**src/odo_pkg.sv**
```systemverilog
// Shared types, constants and helper functions of the wheel odometry block.
`timescale 1ns / 1ps
package odo_pkg;

	localparam int FRAC_BITS_DEF    = 16;
	localparam int CORDIC_STEPS_DEF = 16;
	localparam int ATAN_N           = 24;
	localparam int QDEPTH           = 2;

	// register map, selected by paddr[2]
	localparam logic REG_WHEEL_RADIUS = 1'b0;
	localparam logic REG_TRACK_WIDTH  = 1'b1;

	localparam logic [15:0] WR_RESET = 16'd3211;
	localparam logic [15:0] TW_RESET = 16'd8631;

	// pi/180 in Q30
	localparam logic [24:0] DEG_TO_RAD_Q30 = 25'd18740330;
	localparam logic [32:0] TWO_PI_U       = 33'd6746518852;
	localparam logic signed [34:0] TWO_PI_Q30  = 35'sd6746518852;
	localparam logic signed [34:0] PI_Q30      = 35'sd3373259426;
	localparam logic signed [34:0] HALF_PI_Q30 = 35'sd1686629713;
	localparam logic signed [32:0] GAIN_Q30    = 33'sd652032874;

	typedef struct packed {
		logic signed [32:0] dl;
		logic signed [32:0] dr;
	} odo_delta_t;

	function automatic logic [31:0] atan_q30(input logic [4:0] i);
		logic [31:0] v;
		case (i)
			5'd0:  v = 32'd843314856;
			5'd1:  v = 32'd497837829;
			5'd2:  v = 32'd263043836;
			5'd3:  v = 32'd133525158;
			5'd4:  v = 32'd67021686;
			5'd5:  v = 32'd33543515;
			5'd6:  v = 32'd16775850;
			5'd7:  v = 32'd8388437;
			5'd8:  v = 32'd4194282;
			5'd9:  v = 32'd2097149;
			5'd10: v = 32'd1048575;
			5'd11: v = 32'd524287;
			5'd12: v = 32'd262143;
			5'd13: v = 32'd131071;
			5'd14: v = 32'd65535;
			5'd15: v = 32'd32767;
			5'd16: v = 32'd16383;
			5'd17: v = 32'd8191;
			5'd18: v = 32'd4095;
			5'd19: v = 32'd2047;
			5'd20: v = 32'd1023;
			5'd21: v = 32'd511;
			5'd22: v = 32'd255;
			5'd23: v = 32'd127;
			default: v = 32'd0;
		endcase
		return v;
	endfunction

	function automatic logic signed [31:0] sat32(input logic signed [95:0] v);
		logic signed [31:0] r;
		if (v > 96'sd2147483647) begin
			r = 32'sh7fff_ffff;
		end else if (v < -96'sd2147483648) begin
			r = 32'sh8000_0000;
		end else begin
			r = v[31:0];
		end
		return r;
	endfunction

endpackage

```
**src/odo_front.sv**
```systemverilog
// Sample front end: takes encoder counts, forms count changes, queues them.
`timescale 1ns / 1ps
module odo_front import odo_pkg::*; (
	input  logic               clk,
	input  logic               arst_n,
	input  logic               in_valid,
	output logic               in_stall,
	input  logic signed [31:0] left_count,
	input  logic signed [31:0] right_count,
	input  logic               q_full,
	output logic               q_push,
	output odo_delta_t         q_din
);

	logic signed [31:0] last_left_q, last_right_q;

	assign in_stall = q_full;
	assign q_push   = in_valid && !q_full;

	// exact 33-bit change, current minus previous
	always_comb begin
		q_din.dl = 33'(left_count) - 33'(last_left_q);
		q_din.dr = 33'(right_count) - 33'(last_right_q);
	end

	always_ff @(posedge clk or negedge arst_n) begin
		if (!arst_n) begin
			last_left_q  <= '0;
			last_right_q <= '0;
		end else if (q_push) begin
			last_left_q  <= left_count;
			last_right_q <= right_count;
		end
	end

endmodule

```
**config.mk**
```make
export PLATFORM = sky130hd
export DESIGN_NAME = odo_front
export DESIGN_NICKNAME = d
export VERILOG_FILES = /design/src/odo_pkg.sv /design/src/odo_front.sv
export SDC_FILE = /design/constraint.sdc
export NUM_CORES = 1
export LEC_CHECK = 0
export ABC_AREA = 1
export BUFFER_PORTS_ARGS = -buffer_cell sky130_fd_sc_hd__buf_2
export CAP_MARGIN = 20
export CORE_UTILIZATION = 47
export CTS_CLUSTER_DIAMETER = 80
export DETAILED_ROUTE_END_ITERATION = 8
export HOLD_SLACK_MARGIN = 0.03
export PLACE_DENSITY = 0.67
export SETUP_SLACK_MARGIN = 0.4
export SYNTH_ARGS = -nofsm -noshare
export SYNTH_HDL_FRONTEND = slang
export SYNTH_SLANG_ARGS = --single-unit
```
**constraint.sdc**
```tcl
create_clock -name clk -period 4.2 [get_ports clk]
set_input_delay 0.42 -clock clk [delete_from_list [all_inputs] [get_ports clk]]
set_output_delay 0.42 -clock clk [all_outputs]
set_load 0.01 [all_outputs]
```
Yosys cells after proc, flatten, opt, wreduce, memory -nomap -nowiden
Index checks and enable logic that the tools add are counted.
Storage, ports and cells
  flip-flop bits (word level): 64
  input port bits: 68
  output and inout port bits: 68
  logic and storage cells: 6
Cells by class
  $add $sub $neg: 2
  reduce and logical (&&, ||, !) cells: 2
Operators with widths (number)
  $sub 32x32->33: 2
  $logic_and 1x1->1: 1
  $logic_not 1->1: 1

Logic depth before layout (Yosys ltp)
  depth after elaboration: 2
  mapped depth: 14

Least setup slack after synthesis
Ideal clock, no wire load.
  kind: input to output
  start: in left_count[0]
  end: out q_din[61] (netlist name)
  arrival: 1780 ps
  data required time: 3780 ps
  setup slack: 2000 ps
  stages: 14
  path buffers: 0
  cell sequence: inv_1 -> ha_1 -> fa_1 -> inv_1 -> nand2_1 -> nand2_1 -> nand3_1 -> nand2_2 -> nand2_1 -> nand2_2 -> nand2_1 -> nand2_1 -> nand2_1 -> nand2_1
RTL lines
  start, declared: RTL line odo_front.sv:8  | input logic signed [31:0] left_count,
  end, declared: RTL line odo_front.sv:12  | output odo_delta_t q_din

==> impl_metrics.tcl <==
set metrics [dict create \
    crit_path_start_kind "flip-flop" \
    path_max_fanout 3 \
    grt_pass1_vias 7409 \
    postSynthNetCount 1458 \
    cp-end-kind "output pin" \
    postLayoutCoreUtil_pct 56.6 \
    firstDrtPassIters 5 \
    path_buf_inv 2 \
    maxSlewHeadroom_pct 74.0 \
    finalSetupViolations 0 \
    ctsResizeCount 0 \
    cts_setup_buffers 0 \
    cpMaxStageDelayCell "fa_1" \
    report.final.slew_viol_count 0 \
    p_per_area_nw_per_um2 382 \
    syn_inst 1324 \
    synth-seq-cells 64 \
    wl_per_cell_um 11.6 \
    drv_cap 0 \
    cp.arrival_ns 2.34 \
    hold_path.class "input port to flip-flop" \
    outcome "finished, final reports clean" \
    num_io_pins 136 \
    tns_ns 0 \
    wirelength_um 19400 \
    hold_viol 0 \
    grt_first_pass_wirelength_um 33300 \
    ir_drop_v 0.000192 \
    path_delay_family "adder cells" \
    rsz0062_at_grt "false" \
    cts_tree "yes" \
    hpwl_um 16200 \
    clock_latency_ns 0.35 \
    slowest_delay_ns 0.41 \
    tightest_slew_ns 0.390 \
    rows 45 \
    clock_sinks 64 \
    die_y_um 127 \
    ys_seq_area_share_pct 21.7 \
    worstPathRequired_ns 3.78 \
    max_freq_ghz 0.362 \
    port_buffers 135 \
    placed_cells 1659 \
    start_util_pct 48.4 \
    postRouteAntennaNets 0 \
    clock_path_buffers 2 \
    drt_iter0_markers 371 \
    drc 0 \
    final.min_clock_period_ns 2.76 \
    skew_ns 0 \
    antenna_found_initial 0 \
    vias 7723 \
    core-area_um2 15300 \
    cts_buffers 9 \
    gp_congestion 0.921 \
    synth_cell_type_count 24 \
    via_per_inst 4.61 \
    syn2layout_area_growth_pct 16.9 \
    grt_usage_pct 25.7 \
    grt-ovfl-total 0 \
    grt_max_degree 43 \
    synth.area.top_cells "nand2_1, dfrtp_1, inv_1" \
    p_leak_nw 5.64 \
    drive_gt1_share_pct 11.6 \
    path_common_cell "nand2_1" \
    syn-cell-area_um2 7380 \
    stdcell_count 1677 \
    synth_top_area_cell "nand2_1" \
    fp.dieArea_um2 16200 \
    syn-mean-instance-area_um2 5.58 \
    fin_crit_sh_pct 65.8 \
    clock_tree.root_cell "clkbuf_16" \
    worst-setup-path-type "flip-flop to output pin" \
    cts_htree_levels 3 \
    antenna_cells 0 \
    die_w_um 127 \
    finalPower_mw 3.30 \
    yosys_warnings 0 \
    nNetsFinal 1595 \
    cp_cell_sequence "ha_1 > fa_1 > inv_1 > nand2_1 > nand2_1 > nand3_1 > nand2_2 > nand2_1 > nand2_2 > xor2_1 > buf_2" \
    synth_top_cell_area_share_pct 28.6 \
    clk_pin_slew_ns 0.06 \
]
[metal layers]
layer  up-vias  wire [um]  GRT usage (%)
li1       4186          -              -
met1      3370       9150           31.3
met2       139       9170           46.2
met3        28        606           2.93
met4         0        492           9.73
met5         -          0              0
[final timing paths]
check	start	endpoint	slack, ns	cells after the start
worst max register to register	last_left_q[1]$_DFFE_PN0P_	last_left_q[1]$_DFFE_PN0P_	3.50	2
worst min register to register	last_left_q[0]$_DFFE_PN0P_	last_left_q[0]$_DFFE_PN0P_	0.50	2
max in group asynchronous	arst_n	last_left_q[27]$_DFFE_PN0P_	2.82	4
worst max-delay path	last_left_q[0]$_DFFE_PN0P_	q_din[45]	1.44	11
min in group asynchronous	arst_n	last_right_q[10]$_DFFE_PN0P_	0.52	2
worst min-delay path	right_count[23]	last_right_q[23]$_DFFE_PN0P_	0.29	3
[where the power goes]
part	internal [mW]	switching (mW)	total, mW
logic	0.624	1.11	1.74
clock network	0.521	0.324	0.845
registers	0.695	0.0218	0.716
total	1.84	1.46	3.30
[layout by cell type (no fill, tap or decap)]
cell type / n
nand2_1: 562
inv_1: 318
buf_2: 135
nor2_1: 83
o21ai_0: 64
ha_1: 64
dfrtp_1: 64
nand3_1: 44
a21oi_1: 41
xor2_1: 25
nand2_2: 10
clkbuf_16: 9
nand4_1: 8
xnor2_1: 5
and2_1: 4
nor3_1: 4
buf_4: 4
or2_1: 3
nand3_2: 3
a21o_1: 2
o21bai_1: 2
fa_1: 2
bufinv_16: 2
clkinv_2: 2
nor2_4: 1
clkinv_4: 1
inv_6: 1
clkinvlp_4: 1
dlygate4sd3_1: 1
buf_12: 1
[flip-flops by register name (all words and copies together) (netlist names)]
signal,count
last_left_q,32
last_right_q,32
[through the flow]
stage / setup slack (ns) / hold slack [ns] / instance area (um2)
after global routing: 1.25 / 0.297 / 8630
after global placement: 1.64 / 0.480 / 8280
final: 1.44 / 0.292 / 8630
after floorplan: 2.00 / 0.124 / 7380
after CTS: 1.43 / 0.260 / 8600
after detailed placement: 1.63 / 0.489 / 8280
[layout make-up]
class	count	area, um2
Clock buffer	9	225
Clock inverter	7	95.1
Fill cell	1621	6630
Inverter	318	1190
Multi-Input combinational cell	927	4520
Sequential cell	64	1600
Tap cell	211	264
Timing Repair Buffer	141	736
[cell families (layout without fill, tap and decap cells)]
family                   count (synthesis)  in the layout  synth area share (%)
flip-flops                              64             64                  21.7
AO/OA/AOI/OAI                          109            109                  7.53
AND/OR/NAND/NOR                        722            722                  38.7
buffers and inverters                  333            475                  17.2
adder cells (fa/ha/maj)                 66             66                  11.4
XOR/XNOR                                30             30                  3.56
[timing repair]
action | CTS | global route
endpoints found under the hold margin | 0 | 8
hold buffers | 0 | 1
endpoints found under the setup margin | 0 | 0
[worst reg2reg max path, stage by stage (launching register included)]
cell     delay (ns)
dfrtp_1        0.41
inv_1          0.09
o21ai_0        0.08
[Yosys cell counts]
library cell  number
buf_4              1
nand3_1           44
nand3_2            3
o21bai_1           2
nor2_2             1
nor2_1            83
a21o_1             2
nand2_1          562
nand2_2           10
nor3_1             4
ha_1              64
nand4_1            8
clkbuf_1           8
xor2_1            25
and2_1             4
inv_1            318
fa_1               2
a21oi_1           41
or2_1              3
dfrtp_1           64
o21ai_0           64
buf_2              5
buf_6              1
xnor2_1            5
Power figures use the tool's default switching activity.
