### src/odo_pkg.sv
// Shared types, constants and helper functions of the wheel odometry block.
`timescale 1ns / 1ps
package odo_pkg;

	localparam int FRAC_BITS_DEF    = 16;
	localparam int CORDIC_STEPS_DEF = 16;
	localparam int ATAN_N           = 24;
	localparam int QDEPTH           = 2;

	// register map, selected by paddr[2]
	localparam logic REG_WHEEL_RADIUS = 1'b0;
	localparam logic REG_TRACK_WIDTH  = 1'b1;

	localparam logic [15:0] WR_RESET = 16'd3211;
	localparam logic [15:0] TW_RESET = 16'd8631;

	// pi/180 in Q30
	localparam logic [24:0] DEG_TO_RAD_Q30 = 25'd18740330;
	localparam logic [32:0] TWO_PI_U       = 33'd6746518852;
	localparam logic signed [34:0] TWO_PI_Q30  = 35'sd6746518852;
	localparam logic signed [34:0] PI_Q30      = 35'sd3373259426;
	localparam logic signed [34:0] HALF_PI_Q30 = 35'sd1686629713;
	localparam logic signed [32:0] GAIN_Q30    = 33'sd652032874;

	typedef struct packed {
		logic signed [32:0] dl;
		logic signed [32:0] dr;
	} odo_delta_t;

	function automatic logic [31:0] atan_q30(input logic [4:0] i);
		logic [31:0] v;
		case (i)
			5'd0:  v = 32'd843314856;
			5'd1:  v = 32'd497837829;
			5'd2:  v = 32'd263043836;
			5'd3:  v = 32'd133525158;
			5'd4:  v = 32'd67021686;
			5'd5:  v = 32'd33543515;
			5'd6:  v = 32'd16775850;
			5'd7:  v = 32'd8388437;
			5'd8:  v = 32'd4194282;
			5'd9:  v = 32'd2097149;
			5'd10: v = 32'd1048575;
			5'd11: v = 32'd524287;
			5'd12: v = 32'd262143;
			5'd13: v = 32'd131071;
			5'd14: v = 32'd65535;
			5'd15: v = 32'd32767;
			5'd16: v = 32'd16383;
			5'd17: v = 32'd8191;
			5'd18: v = 32'd4095;
			5'd19: v = 32'd2047;
			5'd20: v = 32'd1023;
			5'd21: v = 32'd511;
			5'd22: v = 32'd255;
			5'd23: v = 32'd127;
			default: v = 32'd0;
		endcase
		return v;
	endfunction

	function automatic logic signed [31:0] sat32(input logic signed [95:0] v);
		logic signed [31:0] r;
		if (v > 96'sd2147483647) begin
			r = 32'sh7fff_ffff;
		end else if (v < -96'sd2147483648) begin
			r = 32'sh8000_0000;
		end else begin
			r = v[31:0];
		end
		return r;
	endfunction

endpackage

### src/odo_fifo.sv
// Short request queue between the sample front end and the odometry engine.
`timescale 1ns / 1ps
module odo_fifo import odo_pkg::*; (
	input  logic       clk,
	input  logic       arst_n,
	input  logic       push,
	input  odo_delta_t din,
	output logic       full,
	input  logic       pop,
	output odo_delta_t dout,
	output logic       empty
);

	localparam int PW = (QDEPTH > 1) ? $clog2(QDEPTH) : 1;
	localparam int CNTW = $clog2(QDEPTH + 1);

	odo_delta_t ent_q [QDEPTH];
	logic [PW-1:0]   wr_ptr_q, rd_ptr_q;
	logic [CNTW-1:0] count_q;

	assign full  = (count_q == CNTW'(QDEPTH));
	assign empty = (count_q == '0);
	assign dout  = ent_q[rd_ptr_q];

	always_ff @(posedge clk) begin
		if (push) begin
			ent_q[wr_ptr_q] <= din;
		end
	end

	always_ff @(posedge clk or negedge arst_n) begin
		if (!arst_n) begin
			wr_ptr_q <= '0;
			rd_ptr_q <= '0;
			count_q  <= '0;
		end else begin
			if (push) begin
				wr_ptr_q <= (wr_ptr_q == PW'(QDEPTH - 1)) ? '0 : wr_ptr_q + 1'b1;
			end
			if (pop) begin
				rd_ptr_q <= (rd_ptr_q == PW'(QDEPTH - 1)) ? '0 : rd_ptr_q + 1'b1;
			end
			case ({push, pop})
				2'b10:   count_q <= count_q + 1'b1;
				2'b01:   count_q <= count_q - 1'b1;
				default: count_q <= count_q;
			endcase
		end
	end

	a_count_bound: assert property (@(posedge clk) disable iff (!arst_n)
		count_q <= CNTW'(QDEPTH))
		else $error("queue count beyond depth");

endmodule

### config.mk
export PLATFORM = sky130hd
export DESIGN_NAME = odo_fifo
export DESIGN_NICKNAME = d
export VERILOG_FILES = /design/src/odo_pkg.sv /design/src/odo_fifo.sv
export SDC_FILE = /design/constraint.sdc
export NUM_CORES = 1
export LEC_CHECK = 0
export BUFFER_PORTS_ARGS = -buffer_cell sky130_fd_sc_hd__buf_2
export CORE_ASPECT_RATIO = 0.6
export CORE_MARGIN = 5
export CORE_UTILIZATION = 30
export DETAILED_ROUTE_END_ITERATION = 6
export SYNTH_ARGS = -nofsm -noshare
export SYNTH_HDL_FRONTEND = slang
export SYNTH_SLANG_ARGS = --single-unit
export TNS_END_PERCENT = 100
### constraint.sdc
create_clock -name clk -period 4.2 [get_ports clk]
set_input_delay 0.42 -clock clk [delete_from_list [all_inputs] [get_ports clk]]
set_output_delay 0.42 -clock clk [all_outputs]
set_load 0.05 [all_outputs]
Word-level counts from Yosys, hierarchy flattened

Memories as Yosys holds them, arrays and structs flattened.
Cells that the tools add are included.

$add $sub $neg: 4
Equality and inequality tests: 3
Muxes and demuxes: 5
Reduce and logical (&&, ||, !) cells: 2

Operators by type and width:

| operator                                                               | count |
|---|---|
| 2-bit equality test (second input constant)                            | 2 |
| 1-bit 2-to-1 mux                                                       | 4 |
| 2-bit case mux with 2 select lines                                     | 1 |
| 1-bit adder (second input constant)                                    | 2 |
| 2-bit by 1-bit adder with 2-bit output (second input constant)         | 1 |
| 2-bit by 1-bit equality test with 1-bit output (second input constant) | 1 |
| 2-bit logical NOT                                                      | 1 |
| 2-bit nonzero test                                                     | 1 |
| 2-bit by 1-bit subtractor with 2-bit output (second input constant)    | 1 |

Register bits: 4
Memory bits (writable): 132
Input port bits: 70
Output and inout port bits: 68
Logic and storage cells: 18
Memories kept: 1

Memory list:

| memory | depth | bits a word | rd ports | clocked after Yosys merged registers in | wr ports | RTL line       | source |
|---|---|---|---|---|---|---|---|
| ent_q  | 2     | 66          | 1        | 0                                       | 1        | odo_fifo.sv:17 | `odo_delta_t ent_q [QDEPTH];` |

Logic depth before layout (Yosys ltp)

Word-level depth: 2
Depth in mapped cells: 5
Mapped depth without buffers: 5

Worst setup path before layout

Ideal clock, no wire load.

Path type: in2reg
Start point: input push
End point: memory ent_q[0][0] (netlist name), enable pin
Setup time: 492 ps
Data arrival time: 3247 ps
Required time: 3708 ps
Setup slack: 461 ps
Stages on the path: 2
Path buffers: 0
Cells stage by stage: inv_1 > nor2_1

Word-level cells in the longest chain between the ends: 2

Ends and longest elaborated chain:

| item                                   | RTL line       | source |
|---|---|---|
| start, declared                        | odo_fifo.sv:6  | `input logic push,` |
| 1-bit 2-to-1 mux                       | odo_fifo.sv:26 | `if (push) begin` |
| 1-bit 2-to-1 mux (implied by the code) | odo_fifo.sv:27 | `ent_q[wr_ptr_q] <= din;` |
| end, declared                          | odo_fifo.sv:17 |  |

No other way between the ends.

==> results.sh <==
export IMPL_vias=2528
export IMPL_drcViolationCount=0
export IMPL_cts_setup_buffers=0
export IMPL_cts_tree="yes"
export IMPL_skew_ns=0.01177
export IMPL_tightestPinTransition_ns=1.072
export IMPL_syn_inst=221
export IMPL_ys_ff_latch=136
export IMPL_slew_viol_final=0
export IMPL_path_clk_slew_ns=0.06
export IMPL_clock_sinks=136
export IMPL_preCtsSetupSlack_ns=1.955
export IMPL_die_w_um=177.7
export IMPL_relSlewSlack_pct=28.51
export IMPL_power_density_mw_per_mm2=814.0
export IMPL_grtUsageTotal_pct=9.913
export IMPL_layout_commonest_cell="buf_2"
export IMPL_path_max_fanout=67
export IMPL_viasPerCell=4.124
export IMPL_cts_resized=0
export IMPL_drt_iter0_drc=73
export IMPL_cts_buffers=17
export IMPL_gp_congestion=0.7182
export IMPL_hold_class="input port to flip-flop"
export IMPL_dieArea_mm2=0.01965
export IMPL_status="finished, final reports clean"
export IMPL_postCtsHoldBufs=1
export IMPL_cap_violations=0
export IMPL_syn_to_final_growth_pct=29.62
export IMPL_io_buffers=137
export IMPL_layout_setup_ws_ns=1.580
export IMPL_finalSetupViolations=0
export IMPL_drtPass1Iterations=4
export IMPL_yosysSeqAreaShare_pct=80.32
export IMPL_synth_area_mm2=0.005060
export IMPL_fmax_mhz=381.6
export IMPL_dp_hpwl_um=6367
export IMPL_layout_drive_gt1_share_pct=61.56
export IMPL_min_period_ns=2.620
export IMPL_die_y_um=110.6
export IMPL_antenna_found_initial=3
export IMPL_core_mm2=0.01640
export IMPL_peakVddDrop_mv=0.3323
export IMPL_initial_core_util_pct=30.86
export IMPL_ant_nets=0
export IMPL_wl_per_cell_um=15.78
export IMPL_syn_avg_cell_area_um2=22.90
export IMPL_grt_pass1_vias=2856
export IMPL_insertion_delay_ns=0.40
export IMPL_rsz0062_at_grt="false"
export IMPL_cts_path_max_buffers=2
export IMPL_startpoint_type="flip-flop"
export IMPL_power_leakage_nw=2.540
export IMPL_synth_cell_types=14
export IMPL_htreeDepth=4
export IMPL_grt_start_max_net_pins=68
export IMPL_layout_worst_path_cycle_share_pct=62.39
export IMPL_max_stage_delay_ns=1.11
export IMPL_nets=443
export IMPL_ios=138
export IMPL_grt_pass1_wl_um=14990
export IMPL_required_ns=3.78
export IMPL_cp_arrival_ns=2.20
export IMPL_criticalPathCategory="flip-flop to output port"
export IMPL_crit_slowest_cell="dfrtp_4"
export IMPL_worstPathCellList="mux2_2 -> buf_2"
export IMPL_num_rows=36
export IMPL_fillers=1529
export IMPL_root_buffer="clkbuf_16"
export IMPL_endpoint_kind="output port"
export IMPL_layout_common_cells="buf_2, edfxtp_1, mux2_2, mux2_4, clkbuf_16"
export IMPL_ys_warn_count=0
export IMPL_syn_num_nets=292
export IMPL_hold_viol_final=0
export IMPL_routed_wl_um=9675
export IMPL_n_antenna_cell=0
export IMPL_grt_ovfl_total=0
export IMPL_tns_ns=0
[path summary, 6_finish.rpt]
check	to	slack (ns)	depth (start not counted)	startpoint
min reg2reg	count_q[1]	0.50	1	count_q[1]
min in group asynchronous	count_q[0]	0.36	2	arst_n
max	dout[51]	1.58	2	rd_ptr_q
max in group asynchronous	rd_ptr_q	3.69	2	arst_n
max reg2reg	ent_q[0][54]	2.29	2	wr_ptr_q
min	ent_q[1][13]	0.20	1	din[13]
[stage by stage]
| stage | hold WS (ns) | power, mW | cell area, µm² | utilization [%] | std cells |
|---|---|---|---|---|---|
| floorplan | 0.1244 | 3.633 | 5060 | - | 221 |
| global placement | 0.2372 | 4.027 | 6008 | 36.65 | 580 |
| detailed placement | 0.2363 | 4.053 | 6008 | 36.65 | 580 |
| CTS | 0.1795 | 5.430 | 6559 | 40.00 | 613 |
| global route | 0.1783 | 5.573 | 6559 | 40.00 | 613 |
| finish | 0.2015 | 5.339 | 6559 | 40.00 | 613 |
[layout make-up]
| cell class | count | area, µm² | area share [%] |
|---|---|---|---|
| inverters | 1 | 3.754 | 0.05723 |
| well taps | 228 | 285.3 | 4.349 |
| flip-flops and latches | 136 | 4068 | 62.02 |
| clock buffers | 19 | 432.9 | 6.601 |
| repair buffers | 139 | 715.7 | 10.91 |
| multi-input cells | 77 | 945.9 | 14.42 |
| clock inverters | 13 | 107.6 | 1.641 |
[cells in the mapped netlist]
| cell type | number | area, µm² |
|---|---|---|
| inv_1 | 1 | 3.750 |
| buf_6 | 3 | 33.78 |
| mux2_4 | 30 | 450.4 |
| and2_1 | 1 | 6.260 |
| ha_1 | 1 | 12.51 |
| xor2_1 | 3 | 26.28 |
| mux2_2 | 36 | 405.4 |
| edfxtp_1 | 132 | 3964 |
| xnor2_1 | 2 | 17.52 |
| buf_4 | 1 | 7.510 |
| nor2b_1 | 1 | 6.260 |
| nor2_1 | 3 | 11.26 |
| dfrtp_1 | 4 | 100.1 |
| buf_2 | 3 | 15.01 |
[flip-flops by register name (all words and copies together), names as in the netlist]
register	flops
count_q	2
rd_ptr_q	1
wr_ptr_q	1
ent_q	132
[metal layers]
metal	vias up	share of wire, %	global-route usage, %
met5	-	0.35	0
met4	6	0.57	2.935
met3	10	9.3	5.089
met2	98	46	15.46
met1	1236	44	12.02
li1	1178	-	-
[worst max-delay path: cells and delay by family (launching register included)]
kind | cells | cell delay (ns)
buf+inv | 1 | 0.21
flops | 1 | 1.11
mux | 1 | 0.42
[kinds of logic (layout without fill, tap and decap cells)]
logic type / count (synthesis) / in the layout / share of synthesized area [%]
flops: 136 / 136 / 80.32
mux: 66 / 66 / 16.91
xor+xnor: 5 / 5 / 0.8656
simple gates: 5 / 5 / 0.4700
fa+ha+maj: 1 / 1 / 0.2472
buf+inv: 8 / 172 / 1.187
[power breakdown]
part / internal [mW] / total (mW) / switching, mW
Clock: 0.810 / 1.35 / 0.539
Sequential: 1.81 / 2.02 / 0.216
Combinational: 0.615 / 1.97 / 1.35
No activity file was read; power rests on OpenSTA's default activity.
